**config.mk**
```make
export PLATFORM = sky130hd
export DESIGN_NAME = quality_ladder_budget_governor_unit
export DESIGN_NICKNAME = d
export VERILOG_FILES = /design/src/rtl/qlbg_pkg.sv /design/src/rtl/qlbg_regs.sv /design/src/rtl/qlbg_dp.sv /design/src/rtl/qlbg_ctrl.sv /design/src/rtl/quality_ladder_budget_governor_unit.sv
export SDC_FILE = /design/constraint.sdc
export NUM_CORES = 2
export LEC_CHECK = 0
export BUFFER_PORTS_ARGS = -buffer_cell sky130_fd_sc_hd__buf_2
export CAP_MARGIN = 30
export CORE_MARGIN = 2
export CORE_UTILIZATION = 57
export CTS_BUF_LIST = sky130_fd_sc_hd__clkbuf_16
export CTS_CLUSTER_DIAMETER = 40
export CTS_CLUSTER_SIZE = 16
export DETAILED_ROUTE_END_ITERATION = 8
export GPL_TIMING_DRIVEN = 0
export PLACE_DENSITY = 0.78
export RECOVER_POWER = 100
export SYNTH_ARGS = -nofsm -noshare
export SYNTH_HDL_FRONTEND = slang
export SYNTH_SLANG_ARGS = --single-unit
```
**constraint.sdc**
```tcl
create_clock -name clk -period 12.6 [get_ports clk]
set_input_delay 2.52 -clock clk [delete_from_list [all_inputs] [get_ports clk]]
set_output_delay 2.52 -clock clk [all_outputs]
set_load 0.005 [all_outputs]
```
**src/rtl/qlbg_pkg.sv**
```systemverilog
`timescale 1ns / 1ps
package qlbg_pkg;

  localparam int unsigned MAX_POSITIONS = 8;
  localparam int unsigned POS_W         = 3;
  localparam int unsigned ADDR_W        = 6;
  localparam int unsigned DATA_W        = 64;

  // register indexes
  localparam logic [2:0] REG_COST_LO  = 3'd0;
  localparam logic [2:0] REG_COST_HI  = 3'd1;
  localparam logic [2:0] REG_LENGTH   = 3'd2;
  localparam logic [2:0] REG_BASE     = 3'd3;
  localparam logic [2:0] REG_RESMIN   = 3'd4;
  localparam logic [2:0] REG_ALPHA    = 3'd5;
  localparam logic [2:0] REG_MARGINS  = 3'd6;
  localparam logic [2:0] REG_DWELL    = 3'd7;

  localparam logic [63:0] COST_RST    = 64'h8000_8000_8000_8000;
  localparam logic [3:0]  LENGTH_RST  = 4'd1;
  localparam logic [15:0] BASE_RST    = 16'd256;
  localparam logic [15:0] RESMIN_RST  = 16'd0;
  localparam logic [15:0] ALPHA_RST   = 16'd6554;
  localparam logic [31:0] MARGINS_RST = 32'h4000_4000;
  localparam logic [7:0]  DWELL_RST   = 8'd0;

  // datapath operations, one per controller step
  localparam logic [3:0] OP_NONE    = 4'd0;
  localparam logic [3:0] OP_LOAD    = 4'd1;
  localparam logic [3:0] OP_PRE     = 4'd2;
  localparam logic [3:0] OP_MUL1    = 4'd3;
  localparam logic [3:0] OP_MUL2    = 4'd4;
  localparam logic [3:0] OP_DIVINIT = 4'd5;
  localparam logic [3:0] OP_DIVSTEP = 4'd6;
  localparam logic [3:0] OP_DIVEND  = 4'd7;
  localparam logic [3:0] OP_TIGHT   = 4'd8;
  localparam logic [3:0] OP_RPRED   = 4'd9;
  localparam logic [3:0] OP_RFIT    = 4'd10;
  localparam logic [3:0] OP_PRED    = 4'd11;
  localparam logic [3:0] OP_OUT     = 4'd12;

  typedef struct packed {
    logic [63:0] cost_lo;
    logic [63:0] cost_hi;
    logic [3:0]  length;
    logic [15:0] base;
    logic [15:0] resmin;
    logic [15:0] alpha;
    logic [31:0] margins;
    logic [7:0]  dwell;
  } cfg_t;

  typedef struct packed {
    logic        seed;
    logic [15:0] seed_val;
    logic        dwell_ld;
    logic [7:0]  dwell_val;
  } cfg_evt_t;

  typedef struct packed {
    logic [3:0] op;
  } cmd_t;

  typedef struct packed {
    logic meas_ok;
    logic seen;
    logic cost_zero;
    logic div_last;
    logic pinned;
    logic relax_go;
  } sts_t;

  function automatic logic [POS_W-1:0] last_pos(input logic [3:0] len);
    logic [POS_W-1:0] r;
    if (len == 4'd0) begin
      r = '0;
    end else if (len > 4'(MAX_POSITIONS)) begin
      r = POS_W'(MAX_POSITIONS - 1);
    end else begin
      r = POS_W'(len - 4'd1);
    end
    return r;
  endfunction

  function automatic logic [15:0] cost_of(input cfg_t c, input logic [POS_W-1:0] pos);
    logic [POS_W-1:0] last;
    logic [POS_W-1:0] idx;
    logic [15:0]      w;
    last = last_pos(c.length);
    idx  = (pos < last) ? pos : last;
    case (idx)
      3'd0: w = c.cost_lo[15:0];
      3'd1: w = c.cost_lo[31:16];
      3'd2: w = c.cost_lo[47:32];
      3'd3: w = c.cost_lo[63:48];
      3'd4: w = c.cost_hi[15:0];
      3'd5: w = c.cost_hi[31:16];
      3'd6: w = c.cost_hi[47:32];
      3'd7: w = c.cost_hi[63:48];
      default: w = '0;
    endcase
    return w;
  endfunction

endpackage

```
**src/rtl/qlbg_regs.sv**
```systemverilog
`timescale 1ns / 1ps
module qlbg_regs import qlbg_pkg::*; (
  input  logic              clk,
  input  logic              rst_n,
  input  logic              psel,
  input  logic              penable,
  input  logic              pwrite,
  input  logic [ADDR_W-1:0] paddr,
  input  logic [DATA_W-1:0] pwdata,
  output logic [DATA_W-1:0] prdata,
  output logic              pready,
  output cfg_t              cfg,
  output cfg_evt_t          evt
);

  cfg_t       cfg_r, cfg_nxt;
  logic       wr;
  logic [2:0] idx;

  assign pready = 1'b1;
  assign wr     = psel & penable & pwrite;
  assign idx    = paddr[5:3];

  always_comb begin
    cfg_nxt = cfg_r;
    if (wr) begin
      case (idx)
        REG_COST_LO: cfg_nxt.cost_lo = pwdata;
        REG_COST_HI: cfg_nxt.cost_hi = pwdata;
        REG_LENGTH:  cfg_nxt.length  = pwdata[3:0];
        REG_BASE:    cfg_nxt.base    = pwdata[15:0];
        REG_RESMIN:  cfg_nxt.resmin  = pwdata[15:0];
        REG_ALPHA:   cfg_nxt.alpha   = pwdata[15:0];
        REG_MARGINS: cfg_nxt.margins = pwdata[31:0];
        REG_DWELL:   cfg_nxt.dwell   = pwdata[7:0];
        default: ;
      endcase
    end
  end

  always_ff @(posedge clk) begin
    if (!rst_n) begin
      cfg_r.cost_lo <= COST_RST;
      cfg_r.cost_hi <= COST_RST;
      cfg_r.length  <= LENGTH_RST;
      cfg_r.base    <= BASE_RST;
      cfg_r.resmin  <= RESMIN_RST;
      cfg_r.alpha   <= ALPHA_RST;
      cfg_r.margins <= MARGINS_RST;
      cfg_r.dwell   <= DWELL_RST;
    end else begin
      cfg_r <= cfg_nxt;
    end
  end

  always_comb begin
    case (idx)
      REG_COST_LO: prdata = cfg_r.cost_lo;
      REG_COST_HI: prdata = cfg_r.cost_hi;
      REG_LENGTH:  prdata = {60'd0, cfg_r.length};
      REG_BASE:    prdata = {48'd0, cfg_r.base};
      REG_RESMIN:  prdata = {48'd0, cfg_r.resmin};
      REG_ALPHA:   prdata = {48'd0, cfg_r.alpha};
      REG_MARGINS: prdata = {32'd0, cfg_r.margins};
      REG_DWELL:   prdata = {56'd0, cfg_r.dwell};
      default:     prdata = '0;
    endcase
  end

  assign cfg           = cfg_r;
  assign evt.seed      = wr && (idx == REG_BASE);
  assign evt.seed_val  = pwdata[15:0];
  assign evt.dwell_ld  = wr && (idx == REG_DWELL);
  assign evt.dwell_val = pwdata[7:0];

endmodule

```
**src/rtl/qlbg_dp.sv**
```systemverilog
`timescale 1ns / 1ps
module qlbg_dp import qlbg_pkg::*; (
  input  logic             clk,
  input  logic             rst_n,
  input  cfg_t             cfg,
  input  cfg_evt_t         evt,
  input  cmd_t             cmd,
  output sts_t             sts,
  input  logic [15:0]      in_measured_cost,
  input  logic             in_measurement_valid,
  input  logic [15:0]      in_new_allocation,
  input  logic             in_allocation_valid,
  input  logic             in_relax_grant,
  input  logic             in_restore_request,
  input  logic             in_pinned_mode,
  output logic [15:0]      out_filtered_cost,
  output logic [POS_W-1:0] out_old_position,
  output logic [POS_W-1:0] out_new_position,
  output logic [15:0]      out_predicted_cost,
  output logic             out_tightened,
  output logic             out_relaxed,
  output logic             out_at_cheapest,
  output logic             out_at_reserved_floor,
  output logic [15:0]      out_pinned_overrun
);

  // architectural state
  logic [15:0]      filt_r, filt_nxt;
  logic [15:0]      scale_r, scale_nxt;
  logic [15:0]      alloc_r, alloc_nxt;
  logic [POS_W-1:0] pos_r, pos_nxt;
  logic [7:0]       dwell_r, dwell_nxt;
  logic             seen_r, seen_nxt;
  logic             gp_r, gp_nxt;

  // request and working registers
  logic [15:0]      meas_r, meas_nxt;
  logic             meas_ok_r, meas_ok_nxt;
  logic [15:0]      nalloc_r, nalloc_nxt;
  logic             alloc_ok_r, alloc_ok_nxt;
  logic             grant_r, grant_nxt;
  logic             restore_r, restore_nxt;
  logic             pinned_r, pinned_nxt;
  logic [32:0]      acc_r, acc_nxt;
  logic [16:0]      rem_r, rem_nxt;
  logic [30:0]      dvd_r, dvd_nxt;
  logic [15:0]      dc_r, dc_nxt;
  logic [4:0]       cnt_r, cnt_nxt;
  logic [15:0]      pred_r, pred_nxt;
  logic [POS_W-1:0] from_r, from_nxt;
  logic             tight_r, tight_nxt;
  logic             relax_r, relax_nxt;
  logic [15:0]      ovr_r, ovr_nxt;

  // result register
  logic [15:0]      o_filt_r, o_filt_nxt;
  logic [POS_W-1:0] o_from_r, o_from_nxt;
  logic [POS_W-1:0] o_to_r, o_to_nxt;
  logic [15:0]      o_pred_r, o_pred_nxt;
  logic             o_tight_r, o_tight_nxt;
  logic             o_relax_r, o_relax_nxt;
  logic             o_cheap_r, o_cheap_nxt;
  logic             o_floor_r, o_floor_nxt;
  logic [15:0]      o_ovr_r, o_ovr_nxt;

  logic [16:0]      mul_a;
  logic [15:0]      mul_b;
  logic [32:0]      prod;
  logic [32:0]      rnd;
  logic [15:0]      pred_sat;
  logic [33:0]      fsum;
  logic [16:0]      trial;
  logic             ge;
  logic [15:0]      cost_cur;
  logic [15:0]      cost_dn;
  logic             at_last;
  logic [7:0]       dwell_inc;
  logic             gp_now;
  logic             tight_go;
  logic             relax_go;
  logic [15:0]      tm;
  logic [15:0]      rm;

  assign tm        = cfg.margins[15:0];
  assign rm        = cfg.margins[31:16];
  assign cost_cur  = cost_of(cfg, pos_r);
  assign cost_dn   = cost_of(cfg, pos_r - POS_W'(1));
  assign at_last   = pos_r >= last_pos(cfg.length);
  assign dwell_inc = (dwell_r < cfg.dwell) ? dwell_r + 8'd1 : dwell_r;
  assign gp_now    = gp_r | grant_r;

  // shared multiplier
  always_comb begin
    case (cmd.op)
      OP_MUL1:  begin mul_a = 17'h10000 - {1'b0, cfg.alpha}; mul_b = filt_r;   end
      OP_MUL2:  begin mul_a = {1'b0, cfg.alpha};             mul_b = meas_r;   end
      OP_TIGHT: begin mul_a = {1'b0, alloc_r};               mul_b = tm;       end
      OP_RPRED: begin mul_a = {1'b0, scale_r};               mul_b = cost_dn;  end
      OP_RFIT:  begin mul_a = {1'b0, alloc_r};               mul_b = rm;       end
      OP_PRED:  begin mul_a = {1'b0, scale_r};               mul_b = cost_cur; end
      default:  begin mul_a = '0;                            mul_b = '0;       end
    endcase
  end

  assign prod     = mul_a * {17'd0, mul_b};
  assign rnd      = prod + 33'd16384;
  assign pred_sat = (|rnd[32:31]) ? 16'hFFFF : rnd[30:15];
  assign fsum     = {1'b0, acc_r} + {1'b0, prod} + 34'd32768;
  assign trial    = {rem_r[15:0], dvd_r[30]};
  assign ge       = trial >= {1'b0, dc_r};

  assign tight_go = ({3'd0, filt_r, 14'd0} > prod) && !at_last;
  assign relax_go = !tight_go && gp_now && (pos_r != '0) && (dwell_inc >= cfg.dwell);

  always_comb begin
    filt_nxt     = filt_r;
    scale_nxt    = scale_r;
    alloc_nxt    = alloc_r;
    pos_nxt      = pos_r;
    dwell_nxt    = dwell_r;
    seen_nxt     = seen_r;
    gp_nxt       = gp_r;
    meas_nxt     = meas_r;
    meas_ok_nxt  = meas_ok_r;
    nalloc_nxt   = nalloc_r;
    alloc_ok_nxt = alloc_ok_r;
    grant_nxt    = grant_r;
    restore_nxt  = restore_r;
    pinned_nxt   = pinned_r;
    acc_nxt      = acc_r;
    rem_nxt      = rem_r;
    dvd_nxt      = dvd_r;
    dc_nxt       = dc_r;
    cnt_nxt      = cnt_r;
    pred_nxt     = pred_r;
    from_nxt     = from_r;
    tight_nxt    = tight_r;
    relax_nxt    = relax_r;
    ovr_nxt      = ovr_r;
    o_filt_nxt   = o_filt_r;
    o_from_nxt   = o_from_r;
    o_to_nxt     = o_to_r;
    o_pred_nxt   = o_pred_r;
    o_tight_nxt  = o_tight_r;
    o_relax_nxt  = o_relax_r;
    o_cheap_nxt  = o_cheap_r;
    o_floor_nxt  = o_floor_r;
    o_ovr_nxt    = o_ovr_r;
    case (cmd.op)
      OP_LOAD: begin
        meas_nxt     = in_measured_cost;
        meas_ok_nxt  = in_measurement_valid;
        nalloc_nxt   = in_new_allocation;
        alloc_ok_nxt = in_allocation_valid;
        grant_nxt    = in_relax_grant;
        restore_nxt  = in_restore_request;
        pinned_nxt   = in_pinned_mode;
      end
      OP_PRE: begin
        if (restore_r) begin
          pos_nxt   = '0;
          dwell_nxt = cfg.dwell;
          gp_nxt    = 1'b0;
        end
        if (alloc_ok_r) begin
          alloc_nxt = (nalloc_r > cfg.resmin) ? nalloc_r : cfg.resmin;
        end
        // first sample loads the filter directly
        if (meas_ok_r && !seen_r) begin
          filt_nxt = meas_r;
          seen_nxt = 1'b1;
        end
      end
      OP_MUL1: acc_nxt = prod;
      OP_MUL2: filt_nxt = fsum[31:16];
      OP_DIVINIT: begin
        rem_nxt = '0;
        dvd_nxt = {filt_r, 15'd0};
        dc_nxt  = cost_cur;
        cnt_nxt = 5'd30;
      end
      OP_DIVSTEP: begin
        rem_nxt = ge ? trial - {1'b0, dc_r} : trial;
        dvd_nxt = {dvd_r[29:0], ge};
        cnt_nxt = cnt_r - 5'd1;
      end
      OP_DIVEND: begin
        if (dvd_r != '0) begin
          scale_nxt = (|dvd_r[30:16]) ? 16'hFFFF : dvd_r[15:0];
        end
      end
      OP_TIGHT: begin
        gp_nxt    = gp_now;
        from_nxt  = pos_r;
        tight_nxt = 1'b0;
        relax_nxt = 1'b0;
        ovr_nxt   = '0;
        if (pinned_r) begin
          if (filt_r > alloc_r) begin
            ovr_nxt = filt_r - alloc_r;
          end
        end else begin
          dwell_nxt = dwell_inc;
          if (tight_go) begin
            pos_nxt   = pos_r + POS_W'(1);
            tight_nxt = 1'b1;
            dwell_nxt = '0;
          end else if (relax_go) begin
            // grant is spent whether or not the step fires
            gp_nxt = 1'b0;
          end
        end
      end
      OP_RPRED: pred_nxt = pred_sat;
      OP_RFIT: begin
        if ({3'd0, pred_r, 14'd0} <= prod) begin
          pos_nxt   = pos_r - POS_W'(1);
          relax_nxt = 1'b1;
          dwell_nxt = '0;
        end
      end
      OP_PRED: pred_nxt = pred_sat;
      OP_OUT: begin
        o_filt_nxt  = filt_r;
        o_from_nxt  = from_r;
        o_to_nxt    = pos_r;
        o_pred_nxt  = pred_r;
        o_tight_nxt = tight_r;
        o_relax_nxt = relax_r;
        o_cheap_nxt = at_last;
        o_floor_nxt = alloc_r <= cfg.resmin;
        o_ovr_nxt   = ovr_r;
      end
      default: ;
    endcase
    if (evt.seed) begin
      filt_nxt  = evt.seed_val;
      scale_nxt = evt.seed_val;
      alloc_nxt = evt.seed_val;
      seen_nxt  = 1'b0;
    end
    if (evt.dwell_ld) begin
      dwell_nxt = evt.dwell_val;
    end
  end

  always_ff @(posedge clk) begin
    if (!rst_n) begin
      filt_r  <= BASE_RST;
      scale_r <= BASE_RST;
      alloc_r <= BASE_RST;
      pos_r   <= '0;
      dwell_r <= DWELL_RST;
      seen_r  <= 1'b0;
      gp_r    <= 1'b0;
    end else begin
      filt_r  <= filt_nxt;
      scale_r <= scale_nxt;
      alloc_r <= alloc_nxt;
      pos_r   <= pos_nxt;
      dwell_r <= dwell_nxt;
      seen_r  <= seen_nxt;
      gp_r    <= gp_nxt;
    end
  end

  always_ff @(posedge clk) begin
    meas_r     <= meas_nxt;
    meas_ok_r  <= meas_ok_nxt;
    nalloc_r   <= nalloc_nxt;
    alloc_ok_r <= alloc_ok_nxt;
    grant_r    <= grant_nxt;
    restore_r  <= restore_nxt;
    pinned_r   <= pinned_nxt;
    acc_r      <= acc_nxt;
    rem_r      <= rem_nxt;
    dvd_r      <= dvd_nxt;
    dc_r       <= dc_nxt;
    cnt_r      <= cnt_nxt;
    pred_r     <= pred_nxt;
    from_r     <= from_nxt;
    tight_r    <= tight_nxt;
    relax_r    <= relax_nxt;
    ovr_r      <= ovr_nxt;
    o_filt_r   <= o_filt_nxt;
    o_from_r   <= o_from_nxt;
    o_to_r     <= o_to_nxt;
    o_pred_r   <= o_pred_nxt;
    o_tight_r  <= o_tight_nxt;
    o_relax_r  <= o_relax_nxt;
    o_cheap_r  <= o_cheap_nxt;
    o_floor_r  <= o_floor_nxt;
    o_ovr_r    <= o_ovr_nxt;
  end

  assign sts.meas_ok   = meas_ok_r;
  assign sts.seen      = seen_r;
  assign sts.cost_zero = (cost_cur == '0);
  assign sts.div_last  = (cnt_r == '0);
  assign sts.pinned    = pinned_r;
  assign sts.relax_go  = relax_go;

  assign out_filtered_cost     = o_filt_r;
  assign out_old_position      = o_from_r;
  assign out_new_position      = o_to_r;
  assign out_predicted_cost    = o_pred_r;
  assign out_tightened         = o_tight_r;
  assign out_relaxed           = o_relax_r;
  assign out_at_cheapest       = o_cheap_r;
  assign out_at_reserved_floor = o_floor_r;
  assign out_pinned_overrun    = o_ovr_r;

endmodule

```
**src/rtl/qlbg_ctrl.sv**
```systemverilog
`timescale 1ns / 1ps
module qlbg_ctrl import qlbg_pkg::*; (
  input  logic clk,
  input  logic rst_n,
  input  logic in_valid,
  output logic in_ready,
  output logic out_valid,
  input  logic out_ready,
  input  sts_t sts,
  output cmd_t cmd
);

  localparam logic [3:0] S_IDLE    = 4'd0;
  localparam logic [3:0] S_PRE     = 4'd1;
  localparam logic [3:0] S_MUL1    = 4'd2;
  localparam logic [3:0] S_MUL2    = 4'd3;
  localparam logic [3:0] S_DIVINIT = 4'd4;
  localparam logic [3:0] S_DIV     = 4'd5;
  localparam logic [3:0] S_DIVEND  = 4'd6;
  localparam logic [3:0] S_TIGHT   = 4'd7;
  localparam logic [3:0] S_RPRED   = 4'd8;
  localparam logic [3:0] S_RFIT    = 4'd9;
  localparam logic [3:0] S_PRED    = 4'd10;
  localparam logic [3:0] S_OUT     = 4'd11;

  logic [3:0] state_r, state_nxt;
  logic       out_valid_r, out_valid_nxt;
  logic       out_free;

  assign in_ready  = (state_r == S_IDLE);
  assign out_valid = out_valid_r;
  assign out_free  = !out_valid_r || out_ready;

  always_comb begin
    state_nxt = state_r;
    cmd.op    = OP_NONE;
    case (state_r)
      S_IDLE: begin
        if (in_valid) begin
          cmd.op    = OP_LOAD;
          state_nxt = S_PRE;
        end
      end
      S_PRE: begin
        cmd.op = OP_PRE;
        if (!sts.meas_ok) begin
          state_nxt = S_TIGHT;
        end else if (sts.seen) begin
          state_nxt = S_MUL1;
        end else begin
          state_nxt = S_DIVINIT;
        end
      end
      S_MUL1: begin
        cmd.op    = OP_MUL1;
        state_nxt = S_MUL2;
      end
      S_MUL2: begin
        cmd.op    = OP_MUL2;
        state_nxt = S_DIVINIT;
      end
      S_DIVINIT: begin
        cmd.op    = OP_DIVINIT;
        state_nxt = sts.cost_zero ? S_TIGHT : S_DIV;
      end
      S_DIV: begin
        cmd.op = OP_DIVSTEP;
        if (sts.div_last) begin
          state_nxt = S_DIVEND;
        end
      end
      S_DIVEND: begin
        cmd.op    = OP_DIVEND;
        state_nxt = S_TIGHT;
      end
      S_TIGHT: begin
        cmd.op = OP_TIGHT;
        if (!sts.pinned && sts.relax_go) begin
          state_nxt = S_RPRED;
        end else begin
          state_nxt = S_PRED;
        end
      end
      S_RPRED: begin
        cmd.op    = OP_RPRED;
        state_nxt = S_RFIT;
      end
      S_RFIT: begin
        cmd.op    = OP_RFIT;
        state_nxt = S_PRED;
      end
      S_PRED: begin
        cmd.op    = OP_PRED;
        state_nxt = S_OUT;
      end
      S_OUT: begin
        if (out_free) begin
          cmd.op    = OP_OUT;
          state_nxt = S_IDLE;
        end
      end
      default: state_nxt = S_IDLE;
    endcase
  end

  always_comb begin
    if (state_r == S_OUT && out_free) begin
      out_valid_nxt = 1'b1;
    end else if (out_ready) begin
      out_valid_nxt = 1'b0;
    end else begin
      out_valid_nxt = out_valid_r;
    end
  end

  always_ff @(posedge clk) begin
    if (!rst_n) begin
      state_r     <= S_IDLE;
      out_valid_r <= 1'b0;
    end else begin
      state_r     <= state_nxt;
      out_valid_r <= out_valid_nxt;
    end
  end

  a_accept_starts: assert property (@(posedge clk) disable iff (!rst_n)
    in_valid && in_ready |=> state_r == S_PRE)
    else $error("accepted request did not start processing");

  a_div_runs: assert property (@(posedge clk) disable iff (!rst_n)
    state_r == S_DIV && !sts.div_last |=> state_r == S_DIV)
    else $error("divider left before its last step");

  a_result_load: assert property (@(posedge clk) disable iff (!rst_n)
    state_r == S_OUT && out_free |=> out_valid_r && state_r == S_IDLE)
    else $error("result not presented after completion");

  a_valid_source: assert property (@(posedge clk) disable iff (!rst_n)
    $rose(out_valid_r) |-> $past(state_r) == S_OUT)
    else $error("result raised outside completion step");

endmodule

```
**src/rtl/quality_ladder_budget_governor_unit.sv**
```systemverilog
`timescale 1ns / 1ps
// Frame-rate quality ladder governor: each request carries one frame's measured cost,
// allocation and control flags and yields one result. Its processing time is set mainly
// by the 31-step restoring divider that re-estimates the scale (skipped when no
// measurement arrives or the position cost is zero), plus single steps on one shared
// 17x16 multiplier for filter, margin and prediction terms. One request is in flight
// at a time; the next is taken while a finished result waits in the output register.
// Registers sit at byte address 8*index on the 64-bit port; the user must write them
// only while the block is idle, as the block itself does not enforce this.
module quality_ladder_budget_governor_unit import qlbg_pkg::*; (
  input  logic              clk,
  input  logic              rst_n,
  input  logic              in_valid,
  output logic              in_ready,
  input  logic [15:0]       in_measured_cost,
  input  logic              in_measurement_valid,
  input  logic [15:0]       in_new_allocation,
  input  logic              in_allocation_valid,
  input  logic              in_relax_grant,
  input  logic              in_restore_request,
  input  logic              in_pinned_mode,
  output logic              out_valid,
  input  logic              out_ready,
  output logic [15:0]       out_filtered_cost,
  output logic [POS_W-1:0]  out_old_position,
  output logic [POS_W-1:0]  out_new_position,
  output logic [15:0]       out_predicted_cost,
  output logic              out_tightened,
  output logic              out_relaxed,
  output logic              out_at_cheapest,
  output logic              out_at_reserved_floor,
  output logic [15:0]       out_pinned_overrun,
  input  logic              psel,
  input  logic              penable,
  input  logic              pwrite,
  input  logic [ADDR_W-1:0] paddr,
  input  logic [DATA_W-1:0] pwdata,
  output logic [DATA_W-1:0] prdata,
  output logic              pready
);

  cfg_t     cfg;
  cfg_evt_t evt;
  cmd_t     cmd;
  sts_t     sts;

  qlbg_regs u_regs (
    .clk     (clk),
    .rst_n   (rst_n),
    .psel    (psel),
    .penable (penable),
    .pwrite  (pwrite),
    .paddr   (paddr),
    .pwdata  (pwdata),
    .prdata  (prdata),
    .pready  (pready),
    .cfg     (cfg),
    .evt     (evt)
  );

  qlbg_ctrl u_ctrl (
    .clk       (clk),
    .rst_n     (rst_n),
    .in_valid  (in_valid),
    .in_ready  (in_ready),
    .out_valid (out_valid),
    .out_ready (out_ready),
    .sts       (sts),
    .cmd       (cmd)
  );

  qlbg_dp u_dp (
    .clk                   (clk),
    .rst_n                 (rst_n),
    .cfg                   (cfg),
    .evt                   (evt),
    .cmd                   (cmd),
    .sts                   (sts),
    .in_measured_cost      (in_measured_cost),
    .in_measurement_valid  (in_measurement_valid),
    .in_new_allocation     (in_new_allocation),
    .in_allocation_valid   (in_allocation_valid),
    .in_relax_grant        (in_relax_grant),
    .in_restore_request    (in_restore_request),
    .in_pinned_mode        (in_pinned_mode),
    .out_filtered_cost     (out_filtered_cost),
    .out_old_position      (out_old_position),
    .out_new_position      (out_new_position),
    .out_predicted_cost    (out_predicted_cost),
    .out_tightened         (out_tightened),
    .out_relaxed           (out_relaxed),
    .out_at_cheapest       (out_at_cheapest),
    .out_at_reserved_floor (out_at_reserved_floor),
    .out_pinned_overrun    (out_pinned_overrun)
  );

endmodule

```
; After elaboration in Yosys (flattened, before gate mapping)
; Index checks and enable logic that the tools add are counted.
[classes]
reduce_logical = 58
n_bitwise = 4
add_sub_neg = 11
n_eq_ne = 55
n_lt_le_gt_ge = 12
muxes = 57
n_mul = 1
[ops]
columns = op, count
row1 = case mux 64 bit (8 select lines), 1
row2 = case mux 16 bit (8 select lines), 2
row3 = two-way mux 16 bit, 11
row4 = case mux 16 bit (6 select lines), 1
row5 = case mux 4 bit (12 select lines), 2
row6 = case mux 17 bit (4 select lines), 1
row7 = case mux 16 bit (2 select lines), 2
row8 = case mux 31 bit (2 select lines), 1
row9 = two-way mux 8 bit, 6
row10 = "== test 3 bit, second input constant", 12
row11 = "== test 4 bit, second input constant", 9
row12 = "adder 33 x 15 -> 33 bit, second input constant", 1
row13 = > comparator 30 x 33 -> 1 bit, 1
row14 = less-or-equal comparator 30 x 33 -> 1 bit, 1
row15 = multiplier 17 x 16 -> 33 bit, 1
row16 = "adder 32 x 16 -> 32 bit, second input constant", 1
row17 = adder 32 bit, 1
row18 = "== test 4 x 3 -> 1 bit, second input constant", 8
row19 = > comparator 16 bit, 2
row20 = subtractor 16 bit, 2
row21 = nonzero test 31 bit, 1
row22 = AND reduction 2 bit, 15
row23 = two-way mux 3 bit, 9
row24 = case mux 8 bit (3 select lines), 1
row25 = other kinds (44), 106
[word_totals]
word_cells = 241
output_inout_bits = 125
reg_bits = 518

; Depth between registers and ports, before layout
[depth]
ltp_word = 19
ltp_mapped = 56
mapped_depth_nobuf = 51

; Modules after synthesis
; From an unflattened synthesis, not the netlist that was laid out.
[unflattened]
cells_unflattened = 4533
hier_area_um2 = 39626.8
[modules_own_cells]
columns = mod, seq_area_each_um2, area_each_um2, n_inst, cells_each
row1 = qlbg_dp, 8187.9, 29318.1, 1, 3262
row2 = qlbg_regs, 4404.2, 9892.0, 1, 1217
row3 = qlbg_ctrl, 100.1, 416.6, 1, 54

; Worst setup path before layout
; OpenSTA, ideal clock, no wires.
[synth_path]
kind = reg2reg
from = register u_regs.cfg_r (netlist bit u_regs.cfg[88])
to = register u_dp.filt_r[8]
stages_incl_launch_ff = 47
required_ns = 12.473
arrival_ns = 11.576
setup_time_ns = 0.127
period_less_slack_ns = 11.703
path_buffers = 5
slack_ns = 0.897
path_cell_list = dfxtp_1 > inv_1 > ha_1 > nor2b_1 > buf_2 > maj3_2 > ha_1 > nor2b_1 > o21ai_0 > a21oi_2 > or2_1 > buf_2 > buf_4 > buf_2 > nand2_1 > a31oi_1 > nor2_1 > o311ai_1 > [... 11 more ...] > ha_1 > a211o_1 > a21oi_2 > o2bb2ai_1 > a21oi_2 > a31oi_1 > xnor2_2 > ha_1 > ha_1 > and3_1 > a221o_1 > a211o_1 > a21o_1 > a21oi_1 > nand2_1 > a211oi_2 > nor4_1 > or3b_1
[synth_between]
elab_chain_len = 13
elab_cells_between_ends = 33
[synth_lines]
columns = item, line_no
row1 = start: declaration, qlbg_regs.sv:16  ; cfg_t cfg_r, cfg_nxt;
row2 = start signal: assignment, qlbg_regs.sv:52  ; cfg_r <= cfg_nxt;
row3 = > comparator 4 bit or subtractor 3 x 1 -> 3 bit (tied branches), "qlbg_pkg.sv:77, qlbg_pkg.sv:80"
row4 = two-way mux 3 bit, qlbg_pkg.sv:77  ; end else if (len > 4'(MAX_POSITIONS)) begin
row5 = two-way mux 3 bit (*), qlbg_pkg.sv:75  ; if (len == 4'd0) begin
row6 = < comparator 3 bit, qlbg_pkg.sv:90  ; idx = (pos < last) ? pos : last;
row7 = two-way mux 3 bit, qlbg_pkg.sv:90
row8 = "== test 3 bit, or another cell as far along", qlbg_pkg.sv:91  ; case (idx)
row9 = case mux 16 bit (8 select lines), qlbg_pkg.sv:91
row10 = case mux 16 bit (6 select lines) (*), qlbg_dp.sv:94  ; case (cmd.op)
row11 = multiplier 17 x 16 -> 33 bit (*), qlbg_dp.sv:105  ; assign prod = mul_a * {17'd0, mul_b};
row12 = named net u_dp.prod[16], qlbg_dp.sv:68  ; logic [32:0] prod;
row13 = adder 32 bit (*), qlbg_dp.sv:108  ; assign fsum = {1'b0, acc_r} + {1'b0, prod} + 34'd32768;
row14 = adder 32 x 16 -> 32 bit (*), qlbg_dp.sv:108
row15 = case mux 16 bit (2 select lines) (*), qlbg_dp.sv:149  ; case (cmd.op)
row16 = two-way mux 16 bit (*), qlbg_dp.sv:236  ; if (evt.seed) begin
row17 = end signal: assignment, qlbg_dp.sv:257  ; filt_r <= filt_nxt;
row18 = end: declaration, qlbg_dp.sv:28  ; logic [15:0] filt_r, filt_nxt;
; The timed path passes the listed nets; every way through them passes the cells marked *.
; A chain may end at the register's enable or synchronous reset.

; Worst setup path after layout
[layout_path]
from = register u_regs.cfg_r (netlist bit u_regs.cfg[88])
to = register u_dp.dwell_r[0]
[layout_between]
elab_chain_len = 15
elab_cells_between_ends = 40
[layout_lines]
columns = item, line_no
row1 = > comparator 4 bit or subtractor 3 x 1 -> 3 bit (tied branches), "qlbg_pkg.sv:77, qlbg_pkg.sv:80"
row2 = two-way mux 3 bit, qlbg_pkg.sv:77
row3 = two-way mux 3 bit (*), qlbg_pkg.sv:75
row4 = < comparator 3 bit, qlbg_pkg.sv:90
row5 = two-way mux 3 bit (*), qlbg_pkg.sv:90
row6 = "== test 3 bit, or another cell as far along", qlbg_pkg.sv:91
row7 = case mux 16 bit (8 select lines) (*), qlbg_pkg.sv:91
row8 = named net u_dp.cost_cur[12], qlbg_dp.sv:74  ; logic [15:0] cost_cur;
row9 = case mux 16 bit (6 select lines) (*), qlbg_dp.sv:94
row10 = multiplier 17 x 16 -> 33 bit (*), qlbg_dp.sv:105
row11 = named net u_dp.prod[28], qlbg_dp.sv:68
row12 = > comparator 30 x 33 -> 1 bit, qlbg_dp.sv:112  ; assign tight_go = ({3'd0, filt_r, 14'd0} > prod) && !at_last;
row13 = logical AND 1 bit, qlbg_dp.sv:112
row14 = two-way mux 8 bit, qlbg_dp.sv:204  ; if (tight_go) begin
row15 = two-way mux 8 bit, qlbg_dp.sv:198  ; if (pinned_r) begin
row16 = case mux 8 bit (3 select lines), qlbg_dp.sv:149
row17 = two-way mux 8 bit, qlbg_dp.sv:242  ; if (evt.dwell_ld) begin
row18 = end signal: assignment, qlbg_dp.sv:261  ; dwell_r <= dwell_nxt;
row19 = end: declaration, qlbg_dp.sv:32  ; logic [7:0] dwell_r, dwell_nxt;
; The timed path passes the listed nets; every way through them passes the cells marked *. The select of a mux whose other input is x is not followed.

==> run_results.csv <==
group,metric,value,unit
logic_synthesis,synth_compound_area_share,16.2,%
critical_path,crit_arrival,13040,ps
power,p_sw,0.00181,W
critical_path,critPathCaptureType,"flop",
sta,worst_pin_slew,2530,ps
die,io_pins,239,
power,p_per_area,120,nW/um2
layout,area_growth,16.4,%
layout,regArea,12700,um2
critical_path,cp_common_cell,"fa_1",
route,wl_per_cell,26.5,um
power,p_seq_share,36.2,%
cts,htreeDepth,3,
logic_synthesis,yosysMostFrequentCell,"nand2_1",
critical_path,cp.required,13170,ps
layout,design_area,45400,um2
critical_path,crit_slowest_cell,"fa_1",
status,status,"finished, violations left",
route,dr.max_layer_used,"met5",
power,vdd_drop_max,0.123,mV
critical_path,critPathLaunchType,"flop",
route,vias,37500,
route,routed_wl,153,mm
placed_design,place_inst,5571,
layout,nFillCells,5414,
critical_path,crit_family,"adder cells",
cts,clock_latency,660,ps
logic_synthesis,synth_flop_cell,"dfxtp_1",
layout,fin_nets,5437,
global_routing,grt_use_total,42.4,%
route,drt-initial-drc-count,5558,
layout,fin_cells,5770,
logic_synthesis,ys.warnings.count,0,
placed_design,port_buffers,223,
logic_synthesis,syn_nets,5060,
sta,fin_crit_sh,99.0,%
critical_path,cp.buffers_inverters,7,
power,power.leakage,19.0,nW
logic_synthesis,synthSimpleGateAreaFrac,17.9,%
die,die_y,266,um
logic_synthesis,synth_top_area_share,17.8,%
logic_synthesis,ys_top_cells_by_area,"edfxtp_1, dfxtp_1, fa_1",
power,pwr-share-comb,20.5,%
hold_path,hold_class,"reg -> reg",
logic_synthesis,ys_async_sr_fraction,0,%
critical_path,crit_type,"reg -> reg",
cts,hold_buffers,0,
logic_synthesis,synth_top_area_cell,"edfxtp_1",
cts,clk_pin_slew_worst_paths,60,ps
placed_design,dpl.hpwl,118,mm
cts,cts_tree,"built",
power,pwr-share-clk,43.4,%
route,drcViolationCount,0,
logic_synthesis,synth_seq_cells,518,
critical_path,cpPeakStageDelay,700,ps
logic_synthesis,synth_top_family_by_area,"adder cells",
cts,root_buffer,"clkbuf_16",
placed_design,gp_congestion,1.08,
layout,multi_input_comb_area,24600,um2
logic_synthesis,synth_edf_count,232,
global_routing,grt-ovfl-total,0,
global_routing,grt_max_degree,37,
sta,setup_violations,0,
critical_path,crit_path_max_fanout,10,
route,ant_nets,0,
logic_synthesis,ys_types,118,
sta,finalHoldViolCount,0,
global_routing,grt_pass1_wl,222,mm
sta,fin_crit,12480,ps
status,violations,"max-capacitance violations, max-slew violations",
logic_synthesis,netlist_area,39000,um2
layout,drive_gt1_share,12.8,%
route,wl_met3,23.6,mm
placed_design,place_area,41600,um2
global_routing,antenna_found_initial,7,
die,core_area,67500,um2
route,vias_per_cell,6.50,
logic_synthesis,synthAdderAreaFrac,20.0,%
logic_synthesis,synthMuxAreaShare,4.90,%
job,drv_cap,3,
route,drt_pass1_iterations,7,
logic_synthesis,syn_inst,4450,
die,die_area,70600,um2
die,rows,95,
logic_synthesis,synth_common_cells,"nand2_1, inv_1, a21oi_1, nor2_1",
sta,fin_skew,41.8,ps
die,initial_core_util,57.8,%
sta,maxSlewViolCount,83,
route,dr_wl_met2,62.9,mm
power,internal_power,0.00366,W
cts,cts_buffers,81,
cts,clock_sinks,518,
sta,setup_tns,0,ps
cts,cts_buffer_depth,3,
global_routing,grt_pass1_vias,35300,
logic_synthesis,avgSynthCellArea,8.77,um2
logic_synthesis,synth-xor-area-share,2.28,%
power,switching_share,33.1,%
logic_synthesis,ys_seq_area_share,32.5,%
route,drt-met1-wl,55.8,mm
sta,slew_headroom,-69.3,%
die,die_w,266,um
sta,fmax,80.2,MHz
-- cells by family after synthesis --
group                    after synthesis
buffers and inverters                629
adder cells (fa/ha/maj)              499
AND/OR/NAND/NOR                     1580
flip-flops                           518
AO/OA/AOI/OAI                        950
other                                  1
XOR/XNOR                              96
multiplexers                         177
-- metal layers --
metal / global-route usage [%] / vias up
li1: - / 16200
met1: 55.7 / 17700
met2: 62.0 / 2838
met3: 13.5 / 664
met4: 23.8 / 10
met5: 0 / -
-- path summary, 6_finish.rpt --
path	cells after the start	from	slack, ps	end
hold / removal	0	u_dp.ovr_r[3]	420	u_dp.out_pinned_overrun[3]
hold reg to reg	0	u_dp.ovr_r[3]	420	u_dp.out_pinned_overrun[3]
setup / recovery	43	u_regs.cfg[88]	120	u_dp.dwell_r[0]
setup reg to reg	43	u_regs.cfg[88]	120	u_dp.dwell_r[0]
-- cell usage in the layout, fill, tap and decap left out, types with 25 or more instances in the layout --
cell type / netlist / layout
a222oi_1: 32 / 32
nor2_1: 316 / 307
mux2i_1: 135 / 135
o211ai_1: 42 / 42
nand3_1: 63 / 61
buf_4: 6 / 58
nor3_1: 60 / 55
nand4_1: 41 / 41
a21oi_1: 368 / 363
buf_2: 11 / 200
inv_1: 388 / 388
a31oi_1: 27 / 25
dfxtp_1: 286 / 283
xnor2_1: 67 / 59
fa_1: 210 / 207
nor2b_1: 36 / 35
nand2b_1: 33 / 33
edfxtp_1: 232 / 232
clkbuf_16: 0 / 83
ha_1: 286 / 278
mux2_2: 34 / 34
a21o_1: 63 / 63
nand2_1: 831 / 826
o21ai_0: 116 / 106
and2_1: 97 / 86
a22oi_1: 28 / 27
clkbuf_1: 197 / 218
-- state kept, by name (all words and copies together), names as in the netlist, 4 cells and up --
register / cells
u_regs.cfg: 220
u_dp.acc_r: 32
u_dp.dvd_r: 31
u_dp.alloc_r: 16
u_dp.dc_r: 16
u_dp.filt_r: 16
u_dp.meas_r: 16
u_dp.nalloc_r: 16
u_dp.out_filtered_cost: 16
u_dp.out_pinned_overrun: 16
u_dp.out_predicted_cost: 16
u_dp.ovr_r: 16
u_dp.pred_r: 16
u_dp.rem_r: 16
u_dp.scale_r: 16
u_dp.dwell_r: 8
u_dp.cnt_r: 5
u_ctrl.state_r: 4
-- power by group through the flow --
stage / combinational, W / clock (W) / sequential (W)
after floorplan: 0.000712 / 0 / 0.00194
after global placement: 0.00101 / 0 / 0.00200
after detailed placement: 0.00104 / 0 / 0.00200
after CTS: 0.00107 / 0.00236 / 0.00196
after global routing: 0.00120 / 0.00244 / 0.00197
final: 0.00112 / 0.00237 / 0.00198
-- cell type report --
type	count	area share, %
Multi-Input combinational cell	3303	54.1
Sequential cell	518	27.9
Clock buffer	83	4.57
Timing Repair Buffer	301	3.59
Inverter	393	3.27
Tap cell	873	2.40
Buffer	229	2.29
Clock inverter	66	1.77
Antenna cell	4	0.0220
-- through the flow --
| stage | utilization [%] | hold slack (ps) | setup WS [ps] | total power [W] |
|---|---|---|---|---|
| 5_1_grt | 67.3 | 428 | -199 | 0.00561 |
| 3_5_place_dp | 61.6 | 405 | -1890 | 0.00304 |
| 3_3_place_gp | 61.1 | 404 | -2400 | 0.00301 |
| 6_report | 67.3 | 419 | 124 | 0.00547 |
| 2_1_floorplan | - | 400 | 897 | 0.00265 |
| 4_1_cts | 66.5 | 419 | 29.6 | 0.00539 |
-- repair_timing --
action                                  in CTS  in global routing
endpoints found under the setup margin      45                 30
pin swaps                                   21                 45
setup buffers                               17                 36
resized for setup                           87                115
Note: power is estimated with default switching activity, not from simulation.
